File: src/rtl/efr_pkg.sv
// efr_pkg: shared types, codes and constants of the escaped frame receiver
// no dependencies; imported by efr_core, escaped_frame_receiver and tb_top
package efr_pkg;

  localparam logic [7:0] ESC_XOR  = 8'h20;
  localparam logic [7:0] SUM_GOOD = 8'hFF;
  localparam logic [15:0] TICK_MAX = 16'hFFFF;

  localparam logic FUNC_BYTE = 1'b0;
  localparam logic FUNC_TICK = 1'b1;

  localparam logic KIND_PAYLOAD = 1'b0;
  localparam logic KIND_END     = 1'b1;

  localparam logic [1:0] ST_OK      = 2'd0;
  localparam logic [1:0] ST_FAILED  = 2'd1;
  localparam logic [1:0] ST_TIMEOUT = 2'd2;
  localparam logic [1:0] ST_BREAK   = 2'd3;

  localparam logic [1:0] ACK_NONE   = 2'd0;
  localparam logic [1:0] ACK_OK     = 2'd1;
  localparam logic [1:0] ACK_FAILED = 2'd2;

  localparam logic [2:0] REG_OPEN_BYTE     = 3'd0;
  localparam logic [2:0] REG_ESCAPE_BYTE   = 3'd1;
  localparam logic [2:0] REG_EXPECTED_TYPE = 3'd2;
  localparam logic [2:0] REG_DATA_TYPE     = 3'd3;
  localparam logic [2:0] REG_ACK_TYPE      = 3'd4;
  localparam logic [2:0] REG_BREAK_CODE    = 3'd5;
  localparam logic [2:0] REG_TIMEOUT_TICKS = 3'd6;

  localparam logic [7:0]  RST_OPEN_BYTE     = 8'h7E;
  localparam logic [7:0]  RST_ESCAPE_BYTE   = 8'h7D;
  localparam logic [7:0]  RST_EXPECTED_TYPE = 8'd1;
  localparam logic [7:0]  RST_DATA_TYPE     = 8'd1;
  localparam logic [7:0]  RST_ACK_TYPE      = 8'd2;
  localparam logic [7:0]  RST_BREAK_CODE    = 8'd3;
  localparam logic [15:0] RST_TIMEOUT_TICKS = 16'd1000;

  typedef enum logic [2:0] {
    PH_HUNT  = 3'd0,
    PH_LEN   = 3'd1,
    PH_TYPE  = 3'd2,
    PH_BODY  = 3'd3,
    PH_CKSUM = 3'd4
  } phase_t;

  typedef struct packed {
    logic [7:0]  open_byte;
    logic [7:0]  escape_byte;
    logic [7:0]  expected_type;
    logic [7:0]  data_type;
    logic [7:0]  ack_type;
    logic [7:0]  break_code;
    logic [15:0] timeout_ticks;
  } cfg_t;

  typedef struct packed {
    logic       func;
    logic [7:0] rx_byte;
    logic       more_pending;
  } item_t;

  typedef struct packed {
    logic       res_kind;
    logic [7:0] payload_byte;
    logic [7:0] byte_index;
    logic [1:0] status;
    logic [1:0] ack_request;
    logic [7:0] ack_value;
    logic       break_active;
    logic [7:0] body_length;
  } result_t;

endpackage

File: src/rtl/efr_core.sv
// efr_core: frame parser state and per-item next-state logic
// depends on efr_pkg; instantiated by escaped_frame_receiver
module efr_core (
  input  logic             clk,
  input  logic             rst,
  input  logic             en,
  input  efr_pkg::cfg_t    cfg,
  input  efr_pkg::item_t   item,
  output logic             res_valid,
  output efr_pkg::result_t res
);
  import efr_pkg::*;

  phase_t      phase, phase_next;
  logic        escape_pending, escape_pending_next;
  logic [7:0]  frame_len, frame_len_next;
  logic [7:0]  body_count, body_count_next;
  logic [7:0]  frame_type, frame_type_next;
  logic [7:0]  running_sum, running_sum_next;
  logic [7:0]  last_ack, last_ack_next;
  logic        break_flag, break_flag_next;
  logic [15:0] tick_count, tick_count_next;

  logic [15:0] tick_inc;
  logic [7:0]  b;
  logic [7:0]  sum_b;
  logic [7:0]  count_inc;
  logic        kind;
  logic [7:0]  pay;
  logic [7:0]  idx;
  logic [1:0]  st;
  logic [1:0]  ack;
  logic        emit;

  always_comb begin
    tick_inc  = (tick_count == TICK_MAX) ? tick_count : tick_count + 16'd1;
    b         = escape_pending ? (item.rx_byte ^ ESC_XOR) : item.rx_byte;
    sum_b     = running_sum + b;
    count_inc = body_count + 8'd1;

    phase_next          = phase;
    escape_pending_next = escape_pending;
    frame_len_next      = frame_len;
    body_count_next     = body_count;
    frame_type_next     = frame_type;
    running_sum_next    = running_sum;
    last_ack_next       = last_ack;
    break_flag_next     = break_flag;
    tick_count_next     = tick_count;
    emit = 1'b0;
    kind = KIND_END;
    pay  = 8'd0;
    idx  = 8'd0;
    st   = ST_OK;
    ack  = ACK_NONE;

    if (item.func == FUNC_TICK) begin
      tick_count_next = tick_inc;
      if (tick_inc >= cfg.timeout_ticks) begin
        phase_next          = PH_HUNT;
        escape_pending_next = 1'b0;
        tick_count_next     = 16'd0;
        emit = 1'b1;
        st   = ST_TIMEOUT;
      end
    end else if (phase == PH_HUNT) begin
      if (item.rx_byte == cfg.open_byte) begin
        phase_next          = PH_LEN;
        escape_pending_next = 1'b0;
      end
    end else if (!escape_pending && item.rx_byte == cfg.escape_byte) begin
      escape_pending_next = 1'b1;
    end else begin
      escape_pending_next = 1'b0;
      case (phase)
        PH_LEN: begin
          frame_len_next = b;
          phase_next     = PH_TYPE;
        end
        PH_TYPE: begin
          frame_type_next  = b;
          running_sum_next = b;
          body_count_next  = 8'd0;
          phase_next       = (frame_len == 8'd0) ? PH_CKSUM : PH_BODY;
        end
        PH_BODY: begin
          running_sum_next = sum_b;
          body_count_next  = count_inc;
          if (count_inc >= frame_len) begin
            phase_next = PH_CKSUM;
          end
          if (frame_type == cfg.data_type) begin
            emit = 1'b1;
            kind = KIND_PAYLOAD;
            pay  = b;
            idx  = body_count;
          end else begin
            last_ack_next = b;
          end
        end
        PH_CKSUM: begin
          running_sum_next = sum_b;
          phase_next       = PH_HUNT;
          if (frame_type != cfg.expected_type) begin
            emit = 1'b0;
          end else if (frame_type == cfg.ack_type && last_ack == cfg.break_code) begin
            break_flag_next = 1'b1;
            tick_count_next = 16'd0;
            emit = 1'b1;
            st   = ST_BREAK;
          end else if (cfg.expected_type == cfg.data_type && item.more_pending) begin
            emit = 1'b0;
          end else begin
            tick_count_next = 16'd0;
            emit = 1'b1;
            st   = (sum_b == SUM_GOOD) ? ST_OK : ST_FAILED;
            if (frame_type == cfg.data_type) begin
              break_flag_next = 1'b0;
              ack = (sum_b == SUM_GOOD) ? ACK_OK : ACK_FAILED;
            end
          end
        end
        default: begin
          phase_next      = PH_HUNT;
          tick_count_next = 16'd0;
        end
      endcase
    end

    res_valid        = en && emit;
    res.res_kind     = kind;
    res.payload_byte = pay;
    res.byte_index   = idx;
    res.status       = st;
    res.ack_request  = ack;
    res.ack_value    = last_ack_next;
    res.break_active = break_flag_next;
    res.body_length  = frame_len_next;
  end

  always_ff @(posedge clk) begin
    if (rst) begin
      phase          <= PH_HUNT;
      escape_pending <= 1'b0;
      frame_len      <= 8'd0;
      body_count     <= 8'd0;
      frame_type     <= 8'd0;
      running_sum    <= 8'd0;
      last_ack       <= 8'd0;
      break_flag     <= 1'b0;
      tick_count     <= 16'd0;
    end else if (en) begin
      phase          <= phase_next;
      escape_pending <= escape_pending_next;
      frame_len      <= frame_len_next;
      body_count     <= body_count_next;
      frame_type     <= frame_type_next;
      running_sum    <= running_sum_next;
      last_ack       <= last_ack_next;
      break_flag     <= break_flag_next;
      tick_count     <= tick_count_next;
    end
  end

  a_end_clears_ticks: assert property (@(posedge clk) disable iff (rst)
    res_valid && res.res_kind == KIND_END |=> tick_count == 16'd0 && phase == PH_HUNT)
    else $error("end of read did not restart the read");

  a_hunt_no_escape: assert property (@(posedge clk) disable iff (rst)
    phase == PH_HUNT |-> !escape_pending)
    else $error("escape pending while hunting");

endmodule

File: src/rtl/escaped_frame_receiver.sv
// escaped_frame_receiver: top level with config registers, input and result registers
// depends on efr_pkg and efr_core
//
//   channel  signals                               direction
//   in       in_valid in_ready func rx_byte more_pending   request in
//   out      out_valid out_ready res_kind .. body_length  request out
//   cfg      cfg_we cfg_index cfg_data              write only
//
// one request per cycle sustained while results are taken; each request waits in the input
// register, the parser state updates as it leaves that register and the result is registered;
// a held request waits only while the result register is full and not taken
// synchronous active-high reset: parser idle hunting, config back to defaults
module escaped_frame_receiver (
  input  logic        clk,
  input  logic        rst,
  input  logic        in_valid,
  output logic        in_ready,
  input  logic        func,
  input  logic [7:0]  rx_byte,
  input  logic        more_pending,
  output logic        out_valid,
  input  logic        out_ready,
  output logic        res_kind,
  output logic [7:0]  payload_byte,
  output logic [7:0]  byte_index,
  output logic [1:0]  status,
  output logic [1:0]  ack_request,
  output logic [7:0]  ack_value,
  output logic        break_active,
  output logic [7:0]  body_length,
  input  logic        cfg_we,
  input  logic [2:0]  cfg_index,
  input  logic [15:0] cfg_data
);
  import efr_pkg::*;

  cfg_t    cfg;
  item_t   hold;
  logic    hold_valid;
  logic    process;
  logic    res_valid;
  result_t res;
  result_t out_res;

  assign process  = hold_valid && (!out_valid || out_ready);
  assign in_ready = !hold_valid || process;

  always_ff @(posedge clk) begin
    if (rst) begin
      cfg.open_byte     <= RST_OPEN_BYTE;
      cfg.escape_byte   <= RST_ESCAPE_BYTE;
      cfg.expected_type <= RST_EXPECTED_TYPE;
      cfg.data_type     <= RST_DATA_TYPE;
      cfg.ack_type      <= RST_ACK_TYPE;
      cfg.break_code    <= RST_BREAK_CODE;
      cfg.timeout_ticks <= RST_TIMEOUT_TICKS;
    end else if (cfg_we) begin
      case (cfg_index)
        REG_OPEN_BYTE:     cfg.open_byte     <= cfg_data[7:0];
        REG_ESCAPE_BYTE:   cfg.escape_byte   <= cfg_data[7:0];
        REG_EXPECTED_TYPE: cfg.expected_type <= cfg_data[7:0];
        REG_DATA_TYPE:     cfg.data_type     <= cfg_data[7:0];
        REG_ACK_TYPE:      cfg.ack_type      <= cfg_data[7:0];
        REG_BREAK_CODE:    cfg.break_code    <= cfg_data[7:0];
        REG_TIMEOUT_TICKS: cfg.timeout_ticks <= cfg_data;
        default: ;
      endcase
    end
  end

  always_ff @(posedge clk) begin
    if (rst) begin
      hold_valid <= 1'b0;
    end else if (in_ready) begin
      hold_valid <= in_valid;
    end
  end

  always_ff @(posedge clk) begin
    if (in_ready && in_valid) begin
      hold.func         <= func;
      hold.rx_byte      <= rx_byte;
      hold.more_pending <= more_pending;
    end
  end

  efr_core u_core (
    .clk       (clk),
    .rst       (rst),
    .en        (process),
    .cfg       (cfg),
    .item      (hold),
    .res_valid (res_valid),
    .res       (res)
  );

  always_ff @(posedge clk) begin
    if (rst) begin
      out_valid <= 1'b0;
    end else if (res_valid) begin
      out_valid <= 1'b1;
    end else if (out_ready) begin
      out_valid <= 1'b0;
    end
  end

  always_ff @(posedge clk) begin
    if (res_valid) begin
      out_res <= res;
    end
  end

  assign res_kind     = out_res.res_kind;
  assign payload_byte = out_res.payload_byte;
  assign byte_index   = out_res.byte_index;
  assign status       = out_res.status;
  assign ack_request  = out_res.ack_request;
  assign ack_value    = out_res.ack_value;
  assign break_active = out_res.break_active;
  assign body_length  = out_res.body_length;

  a_payload_no_status: assert property (@(posedge clk) disable iff (rst)
    out_valid && res_kind == KIND_PAYLOAD |-> status == ST_OK && ack_request == ACK_NONE)
    else $error("payload result carries status or ack");

  a_break_flag_set: assert property (@(posedge clk) disable iff (rst)
    out_valid && res_kind == KIND_END && status == ST_BREAK |-> break_active)
    else $error("break result without break flag");

  a_held_not_lost: assert property (@(posedge clk) disable iff (rst)
    hold_valid && !process |=> hold_valid && $stable(hold))
    else $error("held request dropped before processing");

  a_ack_only_on_end: assert property (@(posedge clk) disable iff (rst)
    out_valid && ack_request != ACK_NONE |-> res_kind == KIND_END &&
      (status == ST_OK || status == ST_FAILED))
    else $error("ack request with wrong status");

endmodule

File: config.mk
export PLATFORM = sky130hd
export DESIGN_NAME = escaped_frame_receiver
export DESIGN_NICKNAME = d
export VERILOG_FILES = /design/src/rtl/efr_pkg.sv /design/src/rtl/efr_core.sv /design/src/rtl/escaped_frame_receiver.sv
export SDC_FILE = /design/constraint.sdc
export NUM_CORES = 1
export LEC_CHECK = 0
export ABC_AREA = 1
export BUFFER_PORTS_ARGS = -buffer_cell sky130_fd_sc_hd__buf_2
export CAP_MARGIN = 20
export CORE_MARGIN = 4
export CORE_UTILIZATION = 55
export DETAILED_ROUTE_END_ITERATION = 8
export PLACE_DENSITY = 0.82
export SLEW_MARGIN = 20
export SYNTH_ARGS = -nofsm -noshare
export SYNTH_HDL_FRONTEND = slang
export SYNTH_SLANG_ARGS = --single-unit
File: constraint.sdc
create_clock -name clk -period 8.79 [get_ports clk]
set_input_delay 0.4395 -clock clk [delete_from_list [all_inputs] [get_ports clk]]
set_output_delay 0.4395 -clock clk [all_outputs]
set_load 0.01 [all_outputs]
==> metrics.md <==
| Metric | Value |
|---|---|
| Status | `finished, final reports clean` |
| Routed Antenna Nets | `0` |
| DP Area | `0.00964 mm2` |
| Worst-margin pin slew | `0.838 ns` |
| Largest family of logic cells by synthesized area | `simple AND/OR/NAND/NOR gates` |
| F_max | `0.266 GHz` |
| Die Wd | `137 um` |
| Most used cell, CP | `nand2_1` |
| Netlist cell types | `43` |
| H-tree levels | `4` |
| Finish-stage setup viols | `0` |
| Worst Hold Launch | `rx_byte[5]` |
| Flops & latches, synth | `175` |
| Met2 GRT Util | `41.4%` |
| Post-layout util | `63.9%` |
| Dpl cells | `1454` |
| Area Overhead vs Synth | `12.4%` |
| Met1 usage in global routing | `31.9%` |
| Initial Util | `56.8%` |
| Final antenna diode count | `0` |
| Global-route wire length before repair | `between 30000 and 40000 um` |
| Worst setup EP type | `register` |
| # Post-CTS Setup Buffers | `0` |
| Leak Pwr | `between 4 and 5 nW` |
| CTS root buffer | `clkbuf_16` |
| PD cells | `~180 mW/mm2` |
| Startpoint Class | `register` |
| Top FF cell, synth | `dfxtp_1` |
| Synth async-reset ratio | `0%` |
| Die height | `137 um` |
| EDFF count, synth | `48` |
| Setup TNS | `0 ns` |
| Slew headroom | `43.9%` |
| Die area | `approximately 0.019 mm2` |
| Final global-route overflow total | `0` |
| Buffers on Ports | `73` |
| Worst-Skew Late Latency | `~0.43 ns` |
| Number of cell rows | `46` |
| Largest net degree at the start of global routing | `85` |
| CTS resizes | `0` |
| GRT busiest layer | `met2` |
| Core ar. | `approximately 0.016 mm2` |
| DR DRC count | `0` |
| DR vias/cell | `5.45` |
| I/O pin count | `74` |
| Max VDD drop | `147 uV` |
| Slew Viols, Final | `0` |
| Yosys warns | `0` |
| Layout cell share with drive strength beyond 1 | `14.9%` |
| DR WL/cell | `approximately 15 um` |
| RSZ-0062 raised after global routing | `no` |
| MaxCap Viol Count | `0` |
| Synth Area per Inst | `7.65 um2` |
| Mapped Area | `just over 0.009 mm2` |
| Multiplexer share of the synthesized area | `0%` |
| Cts bufs inserted | `17` |
| Post-Synth Adder-Cell Area | `4.73%` |
| Hold-fix buffers at CTS | `0` |
| GR Util met3 | `4.60%` |
| CP Data Arrival Time | `3.83 ns` |
| Period utilisation layout | `about 43%` |
| Post-Route WL | `22800 um` |
| Fin area | `0.0103 mm2` |
| Simple-Gate Fraction of Synth Area | `between 20% and 30%` |
| Nets@finish | `1325` |
| CTS sink cnt | `175` |
| Clock Tree Buf Depth | `2` |
| Setup CP Type | `register to register` |
| Sequential-to-total area share from yosys stat | `43.5%` |
| Fin cells | `1486` |
| Initial antenna violation count | `0` |
| Routability cong. | `between 0.9 and 1` |
| Clk slew on worst S/H paths | `about 0.060 ns` |
| HP Class | `input port to register` |
| Commonest non-fill, non-tap cell in the layout | `nand2_1` |
| Max FO, Critical Path | `38` |
| Vias in the first global route | `~7500` |
| Via Count | `8103` |
| CTS tree | `yes` |
| CP peak stage delay | `roughly 0.42 ns` |
| XOR/XNOR Fraction of Synth Area | `~3.3%` |
| Skew final | `0.00953 ns` |
| Critical path, cell by cell | `ha_1 > nand2_1 > nor2_2 > nand4_1 > nor2_2 > inv_2 > o21ai_0 > inv_1 > ha_1 > nand2_1 > nor2_1 > nand2_1 > nand2_1 > nor2_1 > nand2_1 > nand2_1 > nand2_1 > nand2_1 > nand2_1 > nand2_1 > inv_1 > buf_4` |
| WP data required | `8.87 ns` |
| Setup crit start | `u_core.tick_count[0]` |
| Iter 0 DRT Violations | `~600` |
| Syn Nets | `roughly 1300` |
| Synth Instances | `around 1200` |
| GR Util All Layers | `25.0%` |
| Final hold violations | `0` |
| Most frequent cells in the layout | `nand2_1, inv_1, dfxtp_1, nor2_1, a21oi_1` |
| Critical-path cell with the highest stage delay | `dfxtp_1` |
| R2r startpoint | `u_core.tick_count[0]` |
| DPL Wire Length | `about 16000 um` |
| Pre-antenna DRT Iters | `5` |
| Minimum clock period | `3.76 ns` |
| Post-synthesis compound-gate area fraction | `15.0%` |
==> cells in the mapped netlist, types with 4 or more instances <==
cell | instances | area share [%]
a21oi_1 | 103 | 5.6
a21oi_2 | 11 | 1.1
buf_2 | 5 | 0.27
clkbuf_1 | 24 | 0.98
dfxtp_1 | 127 | 28
edfxtp_1 | 48 | 16
ha_1 | 33 | 4.5
inv_1 | 152 | 6.2
inv_2 | 20 | 0.82
nand2_1 | 253 | 10
nand2_2 | 11 | 0.75
nand2_4 | 4 | 0.49
nand3_1 | 36 | 2.0
nand4_1 | 34 | 2.3
nor2_1 | 123 | 5.0
nor2_2 | 5 | 0.34
nor3_1 | 16 | 0.87
nor4_1 | 4 | 0.27
o211ai_1 | 13 | 1.1
o21ai_0 | 63 | 3.4
o21ai_1 | 31 | 1.7
o21ai_2 | 17 | 1.6
or2_2 | 4 | 0.27
xnor2_1 | 13 | 1.2
xor2_1 | 21 | 2.0
==> where the power goes <==
group,leakage [nW],switching [mW],internal [mW]
Sequential,1.43,0.0237,0.849
Combinational,2.80,0.112,0.0531
Clock,0.319,0.308,0.506
==> per-layer routing <==
layer  vias to the layer above  wire [um]
met5                         -          0
met4                         0        654
met3                        49       1510
met2                       294      10900
met1                      3725       9700
li1                       4035          -
==> sequential cells by signal, summed over array words and instances (netlist names) <==
signal,count
out_valid,1
hold,10
u_core.body_count,8
u_core.frame_type,8
u_core.last_ack,8
res_kind,1
u_core.running_sum,8
ack_value,8
u_core.break_flag,1
u_core.frame_len,8
u_core.tick_count,16
u_core.phase,3
hold_valid,1
ack_request,2
cfg,64
payload_byte,8
break_active,1
body_length,8
u_core.escape_pending,1
status,2
byte_index,8
==> kinds of logic (layout without fill, tap and decap cells) <==
group	after synthesis	count (layout)
fa+ha+maj	34	34
flops	175	175
xor+xnor	34	34
buf+inv	208	280
compound gates	243	243
simple gates	504	504
==> critical path: cells and delay by family (launching register included) <==
family                     cells  cell delay, ns
and+or+nand+nor               15            1.54
buffers and inverters          4            0.70
adders and majority gates      2            0.53
DFF                            1            0.42
AOI/OAI and AO/OA              1            0.18
==> area by class of cell <==
class | count | area, um2
multi-input combinational | 815 | 4350
clock buffer | 25 | 528
tap | 216 | 270
sequential | 175 | 3980
clock inverter | 7 | 120
inverter | 173 | 654
fill | 1377 | 5830
timing repair buffer | 75 | 380
==> through the flow <==
| stage | worst slack, ns | power [mW] | hold WS (ns) |
|---|---|---|---|
| finish | 5.03 | 1.85 | 0.178 |
| global route | 4.80 | 1.92 | 0.169 |
| CTS | 5.11 | 1.86 | 0.170 |
| detailed placement | 5.17 | 1.05 | 0.456 |
| global placement | 5.35 | 1.05 | 0.453 |
| floorplan | 5.39 | 0.999 | 0.435 |
==> final timing paths <==
check	cells after the start	slack, ns	to
worst max-delay path	22	5.03	ack_value[0]
worst min-delay path	1	0.18	hold[6]
worst max register to register	22	5.03	ack_value[0]
worst min register to register	2	0.47	cfg[13]
(Power assumes the default switching activity.)
